--- src/rtl/core/tmq_pkg.sv ---
package tmq_pkg;

    localparam int unsigned TIMER_SLOTS_DEF     = 16;
    localparam logic [31:0] DEFAULT_TIMEOUT_RST = 32'd10000;
    localparam logic [31:0] IDENT_RST           = 32'd1;

    typedef enum logic [1:0] {
        ACT_ADD    = 2'd0,
        ACT_DELETE = 2'd1,
        ACT_TICK   = 2'd2,
        ACT_QUERY  = 2'd3
    } action_t;

    typedef enum logic [1:0] {
        KIND_ADD_ACK    = 2'd0,
        KIND_DELETE_ACK = 2'd1,
        KIND_EXPIRED    = 2'd2,
        KIND_DURATION   = 2'd3
    } kind_t;

    localparam logic [1:0] STATUS_OK         = 2'd0;
    localparam logic [1:0] STATUS_FULL       = 2'd1;
    localparam logic [1:0] STATUS_NOT_ACTIVE = 2'd2;

    typedef enum logic [1:0] {
        CELL_HOLD,
        CELL_INSERT,
        CELL_REMOVE
    } cell_op_t;

    typedef enum logic [1:0] {
        ST_IDLE,
        ST_TICK,
        ST_REARM
    } state_t;

    typedef struct packed {
        logic [31:0] expiry;
        logic [30:0] interval;
        logic [31:0] ident;
    } slot_t;

    // Broadcast to every cell in the row.
    typedef struct packed {
        cell_op_t op;
        slot_t    key;
    } cell_ctl_t;

endpackage

--- src/rtl/core/tmq_cell.sv ---
module tmq_cell (
    input  logic              aclk,
    input  logic              aresetn,
    input  tmq_pkg::cell_ctl_t ctl,
    input  tmq_pkg::slot_t    left_data,
    input  logic              left_valid,
    input  logic              left_ins,
    input  logic              left_chain,
    input  tmq_pkg::slot_t    right_data,
    input  logic              right_valid,
    output tmq_pkg::slot_t    data,
    output logic              valid,
    output logic              ins,
    output logic              chain
);

    tmq_pkg::slot_t data_reg, data_next;
    logic           valid_reg, valid_next;

    // ins: new key belongs at or before this cell; chain: a removal covers this cell
    always_comb begin
        ins   = !valid_reg || (data_reg.expiry > ctl.key.expiry);
        chain = left_chain || (valid_reg && (data_reg.ident == ctl.key.ident));
        data_next  = data_reg;
        valid_next = valid_reg;
        unique case (ctl.op)
            tmq_pkg::CELL_INSERT: begin
                if (left_ins) begin
                    data_next  = left_data;
                    valid_next = left_valid;
                end else if (ins) begin
                    data_next  = ctl.key;
                    valid_next = 1'b1;
                end
            end
            tmq_pkg::CELL_REMOVE: begin
                if (chain) begin
                    data_next  = right_data;
                    valid_next = right_valid;
                end
            end
            default: begin
            end
        endcase
    end

    always_ff @(posedge aclk) begin
        data_reg <= data_next;
        if (!aresetn) begin
            valid_reg <= 1'b0;
        end else begin
            valid_reg <= valid_next;
        end
    end

    assign data  = data_reg;
    assign valid = valid_reg;

endmodule

--- config.mk ---
export PLATFORM = sky130hd
export DESIGN_NAME = tmq_cell
export DESIGN_NICKNAME = d
export VERILOG_FILES = /design/src/rtl/core/tmq_pkg.sv /design/src/rtl/core/tmq_cell.sv
export SDC_FILE = /design/constraint.sdc
export NUM_CORES = 1
export LEC_CHECK = 0
export BUFFER_PORTS_ARGS = -buffer_cell sky130_fd_sc_hd__buf_2
export CAP_MARGIN = 10
export CORE_AREA = 4 4 149 151
export CTS_CLUSTER_DIAMETER = 80
export DETAILED_ROUTE_END_ITERATION = 10
export DIE_AREA = 0 0 153 155
export PLACE_DENSITY = 0.68
export SYNTH_ARGS = -nofsm -noshare
export SYNTH_HDL_FRONTEND = slang
export SYNTH_SLANG_ARGS = --single-unit
--- constraint.sdc ---
create_clock -name aclk -period 20.3 [get_ports aclk]
set_clock_uncertainty 0.15 [all_clocks]
set_input_delay 2.03 -clock aclk [delete_from_list [all_inputs] [get_ports aclk]]
set_output_delay 2.03 -clock aclk [all_outputs]
set_load 0.01 [all_outputs]
# Word level (Yosys, flattened, before mapping)
# Cells that the tools add are included.
[totals] reg_bits=96 in_bits=293 out_inout_bits=98 word_cells=24
[classes] n_lt_le_gt_ge=1 n_eq_ne=5 mux=8 n_reduce_logical=6
[op_table] operator="two-way mux 95 bit" n=3
[op_table] operator="one-hot mux 95 bit (2 select lines)" n=1
[op_table] operator="== test 32 bit" n=1
[op_table] operator="> comparator 32 bit" n=1
[op_table] operator="two-way mux 1 bit" n=3
[op_table] operator="inequality test 3 bit (second input constant)" n=1
[op_table] operator="AND reduction 3 bit" n=1
[op_table] operator="== test 2 x 1 -> 1 bit (second input constant)" n=1
[op_table] operator="== test 2 bit (second input constant)" n=1
[op_table] operator="logical OR 1 bit" n=2
[op_table] operator="inequality test 2 bit (second input constant)" n=1
[op_table] operator="one-hot mux 1 bit (2 select lines)" n=1
[op_table] operator="nonzero test 2 bit" n=1
[op_table] operator="logical AND 1 bit" n=1
[op_table] operator="zero test 1 bit" n=1

# Longest topological paths before layout
# Gate-level depths: netlist of run 1.
[depth] depth_word=5 depth_mapped=9 mapped_depth_nobuf=9

# Worst setup path after synthesis of run 1
# OpenSTA, ideal clock, no wires.
[synth_path] path_kind="input-to-reg" start="in ctl[24] in the netlist's numbering" end="reg data_reg (netlist bit data[0]), enable pin" setup_time_ns=0.680 arrival_ns=9.364 required_ns=19.470 path_slack_ns=10.106 path_stages=5 path_buffers=0 path_cell_list="xor2_1 > nor4_1 > and3_1 > a31oi_1 > o21ai_0"
[synth_between] elab_chain_cells=5
[synth_lines] element="start: declaration" line_no="tmq_cell.sv:4" rtl="input tmq_pkg::cell_ctl_t ctl,"
[synth_lines] element="== test 32 bit" line_no="tmq_cell.sv:23" rtl="chain = left_chain || (valid_reg && (data_reg.ident == ctl.key.ident));"
[synth_lines] element="logical AND 1 bit" line_no="tmq_cell.sv:23"
[synth_lines] element="logical OR 1 bit" line_no="tmq_cell.sv:23"
[synth_lines] element="inequality test 2 bit (no source line)"
[synth_lines] element="AND reduction 3 bit (no source line)"
[synth_lines] element="end signal: assignment" line_no="tmq_cell.sv:48" rtl="data_reg <= data_next;"
[synth_lines] element="end: declaration" line_no="tmq_cell.sv:17" rtl="tmq_pkg::slot_t data_reg, data_next;"
# No other way between the ends.
# A chain may end at the register's enable or synchronous reset.

# Final worst setup path of run 1
[layout_path] start="in ctl[73] in the netlist's numbering" end="out ins"
[layout_between] elab_chain_cells=2
[layout_lines] element="> comparator 32 bit" line_no="tmq_cell.sv:22" rtl="ins = !valid_reg || (data_reg.expiry > ctl.key.expiry);"
[layout_lines] element="logical OR 1 bit" line_no="tmq_cell.sv:22"
[layout_lines] element="end: declaration" line_no="tmq_cell.sv:13" rtl="output logic ins,"
# No other way between the ends.

==> results.md, run 1 <==
- Status: completed
- Register Area: 2873 um2
- RSZ-0062 raised after global routing: false
- Period utilization: 30.35%
- CP Class: primary input to primary output
- Crit path DAT: 3.98 ns
- Overall routing resource usage: 16.12%
- Vias in the first global route: 5,755
- H-tree lvl count: 3
- Die Ht: 155 um
- Setup tns final: 0 ns
- Worst endpoint required time: 18.12 ns
- Max reg flops: 95
- Critical path cell sequence: buf_2, inv_1, ha_1, nand4_1, nor4_1, a21bo_2, o211ai_1, a21oi_1, o21ai_0, buf_2
- Slew Limit Headroom: 29.24%
- Drt total wl: 20,330 um
- Post-CTS sizing: 0
- Worst-path clk slew: 0.07 ns
- Die Area: 23,720 um2
- CP Launch Type: primary input
- Clk root buf: clkbuf_16
- Synth area leader: edfxtp_1
- Total gr overflow: 0
- Post-synth top area share: 47.28%
- Slowest CP cell: nor4_1
- Top FF cell, synth: edfxtp_1
- Worst Tran Pin Value: 1.061 ns
- PD cells: 64.71 nW/um2
- Clk_lat worst skew: 0.34 ns
- Maximum fanout along the worst path: 3
- Pins Over Slew Limit: 0
- Pre-Repair DR Iteration Count: 5
- Ys async rst share: 0%
- Most used cells in the layout excluding fill and tap cells: buf_2 (389), a21oi_1 (108), nor2_1 (97)
- Final hold violations: 0
- Hpwl dp: 16,550 um
- Leak pwr: 4.175 nW
- Routability cong.: 0.9496
- Vias post-DR: 5,730
- Mapped Cells: 586
- Syn avg cell area: 10.30 um2
- Initial antenna violation count: 2
- Post-layout min period: 6.161 ns
- Buffers on Ports: 390
- Vias per Instance: 4.621
- Placeable Area: 20,820 um2
- DRT iter0 DRCs: 228
- CTS buffer count: 9
- First-pass GRT wire length: 30,540 um
- Syn nets: 911
- Hold/Removal Path Class: register to register
- Wirelength per Cell: 16.39 um
- Cell mode on critical path: buf_2
- Total power: 0.5549 mW
- Fin nets: 1,285
- Detail Route Antenna Nets: 0
- Initial core utilization: 28.97%
- Mapped Area: 6033 um2
- Peak supply drop: 32.80 uV
- Number of enable flip-flop cells after synthesis: 95
- Fill count: 2,095
- Clk buf depth: 2
- Post CTS Setup Buffer Count: 0
- YS warnings: 0
- CP endpoint kind: primary output
- Layout cells sized above 1: 42.95%
- Clock sinks: 96
- CP peak stage delay: 0.47 ns
- Die Width: 153 um
- Synthesis-to-layout area growth: 42.12%
- MaxCap Viol Count: 0
- Hold_buf cts: 0
- Commonest non-fill, non-tap cell in the layout: buf_2
- Area of the multi-input gates: 2914 um2
- Synth Register Bits: 96
- Sequential-to-total area share from yosys stat: 47.62%
- Largest net degree at the start of global routing: 106
- # IOs: 391
- Row count: 53
- Setup-failing EPs final: 0
- Residual DRC: 0
- Max Freq: 0.1623 GHz
- CTS tree: yes
- Distinct cells, synth: 34
- Largest cells by area after synthesis: edfxtp_1 (47%), mux2i_1 (16%), a21oi_1 (9.0%)
-- power breakdown --
| group | internal [mW] | switching [mW] | leakage (nW) | total, mW |
|---|---|---|---|---|
| Combinational | 0.0594 | 0.0671 | 3.12 | 0.127 |
| Clock | 0.108 | 0.0742 | 0.149 | 0.182 |
| Sequential | 0.239 | 0.00753 | 0.904 | 0.246 |
-- stage by stage --
step	instance area (um2)	instances	util, %	hold slack (ns)	setup WS [ns]
after floorplan	6033	586	-	0.4803	10.11
after global placement	8262	1224	39.68	0.5445	14.12
after detailed placement	8262	1224	39.68	0.5616	14.11
after CTS	8572	1239	41.17	0.5717	14.10
after global routing	8574	1240	41.18	0.6020	13.90
final	8574	1240	41.18	0.5594	14.14
-- critical path: cells and delay by family --
family | cells | cell delay, ns
AOI/OAI and AO/OA | 4 | 0.75
buffers and inverters | 3 | 0.30
adders and majority gates | 1 | 0.30
and+or+nand+nor | 2 | 0.60
-- synthesized netlist by cell type, types with 2 or more instances --
cell type,n
nand3_1,6
a21oi_1,108
xor2_1,4
nand4_1,9
xnor2_1,28
nand2_1,11
inv_1,37
mux2i_1,95
o21ai_0,6
and4_1,4
nor4_1,3
a211o_1,2
ha_1,32
o211ai_1,2
buf_2,5
edfxtp_1,95
nor2_1,97
clkbuf_1,26
-- final cells by class --
| cell class | instances | share of cell area [%] |
|---|---|---|
| flip-flops and latches | 96 | 33.50 |
| clock buffers | 10 | 2.670 |
| diodes | 1 | 0.02918 |
| multi-input cells | 421 | 33.99 |
| clock inverters | 5 | 0.9485 |
| repair buffers | 395 | 23.23 |
| well taps | 275 | 4.013 |
| inverters | 37 | 1.620 |
-- worst paths after layout --
path	start	to	slack, ns	depth (start not counted)
max reg2reg	data[73]	data[35]	16.38	10
max	ctl[73]	ins	14.14	10
min reg2reg	valid	valid	0.56	3
min	valid	valid	0.56	3
-- per-layer routing --
| metal | GRT usage (%) | part of all wire (%) | vias up |
|---|---|---|---|
| met3 | 5.146 | 8.4 | 27 |
| met2 | 27.73 | 50 | 253 |
| met5 | 0 | 0.064 | - |
| li1 | - | - | 2858 |
| met4 | 4.582 | 1.9 | 2 |
| met1 | 19.50 | 40 | 2590 |
-- logic make-up (layout without fill, tap and decap cells) --
logic type	after synthesis	count (layout)	synth area share, %
AOI/OAI and AO/OA	127	127	11.41
xor gates and xnor gates	32	32	4.645
adders and majority gates	32	32	6.636
buffers and inverters	69	447	4.396
muxes	95	95	15.76
DFF	96	96	47.62
other	0	1	0
and+or+nand+nor	135	135	9.540
(Power assumes the default switching activity.)
==> run 2, diff against run 1 <==
--- a/config.mk
+++ b/config.mk
@@ -7,11 +7,11 @@
 export LEC_CHECK = 0
 export BUFFER_PORTS_ARGS = -buffer_cell sky130_fd_sc_hd__buf_2
 export CAP_MARGIN = 10
-export CORE_AREA = 4 4 149 151
+export CORE_AREA = 4 4 151 153
 export CTS_CLUSTER_DIAMETER = 80
 export DETAILED_ROUTE_END_ITERATION = 10
-export DIE_AREA = 0 0 153 155
-export PLACE_DENSITY = 0.68
+export DIE_AREA = 0 0 155 157
+export PLACE_DENSITY = 0.67
 export SYNTH_ARGS = -nofsm -noshare
 export SYNTH_HDL_FRONTEND = slang
 export SYNTH_SLANG_ARGS = --single-unit
==> constraint.sdc (replaced) <==
create_clock -name aclk -period 6 [get_ports aclk]
set_clock_uncertainty 0.15 [all_clocks]
set_input_delay 0.6 -clock aclk [delete_from_list [all_inputs] [get_ports aclk]]
set_output_delay 0.6 -clock aclk [all_outputs]
set_load 0.01 [all_outputs]
==> run 2 against run 1 <==
  * Clock power grew to 3.8 times the previous value
  * Design area is 0.60% higher
  * Non-clock buffer count stayed put
  * Count of clock-buffer cells in the layout stayed put
  * Critical endpoint is now data[31]
  * Highest routed layer is now met4
==> results.md, run 2 (synthesis results as in run 1) <==
- Drt total wl: 19,900 um
- Period utilization: 54.85%
- Clock sinks: 96
- Post-CTS sizing: 0
- Pins Over Slew Limit: 0
- WHS: 0.3689 ns
- PD cells: 226.7 nW/um2
- Hold_buf cts: 0
- Worst endpoint required time: 5.82 ns
- Wirelength per Cell: 16.00 um
- Layout cells sized above 1: 42.95%
- Max Freq: 0.3039 GHz
- CTS buffer count: 9
- Setup tns final: 0 ns
- RSZ-0062 raised after global routing: false
- CP startpoint: data[73]
- Die Ht: 157 um
- Max reg flops: 95
- Largest net degree at the start of global routing: 105
- Register Area: 2873 um2
- Die Width: 155 um
- Most used cells in the layout excluding fill and tap cells: buf_2 (389), a21oi_1 (108), nor2_1 (97)
- Worst reg2reg path depth: 9
- Reg-to-reg slack, setup: 2.71 ns
- Residual DRC: 0
- Worst setup path end: data[31]
- Total gr overflow: 0
- Fill count: 2,138
- Slew Limit Headroom: 34.77%
- Setup-failing EPs final: 0
- Vias post-DR: 5,680
- Hpwl dp: 16,390 um
- Routability cong.: 0.9052
- Clk buf depth: 2
- Hold/Removal Path Class: primary input to register
- Final hold violations: 0
- Post CTS Setup Buffer Count: 0
- DRT iter0 DRCs: 268
- CTS tree: yes
- # IOs: 391
- Die Area: 24,340 um2
- Post-layout min period: 3.291 ns
- CP Class: register to register
- Synthesis-to-layout area growth: 42.97%
- Peak supply drop: 123.0 uV
- Detail Route Antenna Nets: 0
- Clk_lat worst skew: 0.34 ns
- Overall routing resource usage: 15.09%
- CP endpoint kind: register
- MaxCap Viol Count: 0
- H-tree lvl count: 3
- Initial core utilization: 27.99%
- First-pass GRT wire length: 28,640 um
- Vias per Instance: 4.566
- Status: completed
- Row count: 54
- Buffers on Ports: 390
- Maximum fanout along the worst path: 54
- Worst-path clk slew: 0.07 ns
- Reg-to-Reg End: data[31]
- Area of the multi-input gates: 2914 um2
- Vias in the first global route: 5,435
- Worst Tran Pin Value: 0.9785 ns
- CP Launch Type: register
- Crit path DAT: 3.11 ns
- Commonest non-fill, non-tap cell in the layout: buf_2
- Clk root buf: clkbuf_16
- Reg-to-reg startpoint: data[73]
- Initial antenna violation count: 0
- Ant. Diodes: 0
- Fin nets: 1,285
- Leak pwr: 4.200 nW
- Pre-Repair DR Iteration Count: 4
- Placeable Area: 21,550 um2
## run 2: cell types whose count changed in the layout (fill, tap and decap cells not counted), sizes merged
cell | before | now
bufinv | 2 | 4
clkinvlp | 1 | 0
clkinv | 1 | 0
diode | 1 | 0
## run 2: layer usage
layer	vias to the layer above	global-route usage (%)	part of all wire (%)	routed length, um
met3	24	4.262	8.2	1632
met5	-	0	0	0
met4	0	5.004	2.2	433
li1	2858	-	-	-
met1	2543	18.04	41	8077
met2	255	26.24	49	9761
## run 2: how the worst min path moves through the flow
| stage | cells past startpoint | slack (ns) | end | from |
|---|---|---|---|---|
| floorplan | 3 | 0.48 | valid | valid |
| global placement | 3 | 0.54 | valid | valid |
| detailed placement | 3 | 0.54 | valid | valid |
| CTS | 3 | 0.34 | valid | right_valid |
| global route | 3 | 0.36 | valid | right_valid |
| finish | 3 | 0.37 | valid | right_valid |
## run 2: per-stage QoR
step	cells	power, mW	instance area (um2)	util, %	setup slack, ns
4_1_cts	1244	1.988	8626	40.02	2.628
3_5_place_dp	1229	1.283	8268	38.36	2.342
3_3_place_gp	1229	1.275	8268	38.36	2.388
2_1_floorplan	586	1.068	6037	-	1.624
6_report	1244	1.956	8626	40.02	2.709
5_1_grt	1244	2.061	8626	40.02	2.495
## run 2: cell type report
type / count / area share [%]
Multi-Input combinational cell: 421 / 33.78
Tap cell: 280 / 4.062
Clock buffer: 10 / 2.654
Sequential cell: 96 / 33.30
Inverter: 37 / 1.610
Timing Repair Buffer: 395 / 23.09
Clock inverter: 5 / 1.494
## run 2: power by group
group	switching, mW	total, mW	leakage, nW	internal (mW)
Clock	0.243	0.692	0.173	0.449
Combinational	0.228	0.428	3.12	0.201
Sequential	0.0262	0.835	0.904	0.809
## run 2: worst max-delay path, cell delays in order, from the launching register on
cell	delay (ns)
edfxtp_1	0.41
ha_1	0.33
nand4_1	0.14
nor4_1	0.42
a21bo_2	0.28
o211ai_1	0.16
a211o_1	0.20
nand2_1	0.11
o21ai_4	0.08
buf_4	0.56
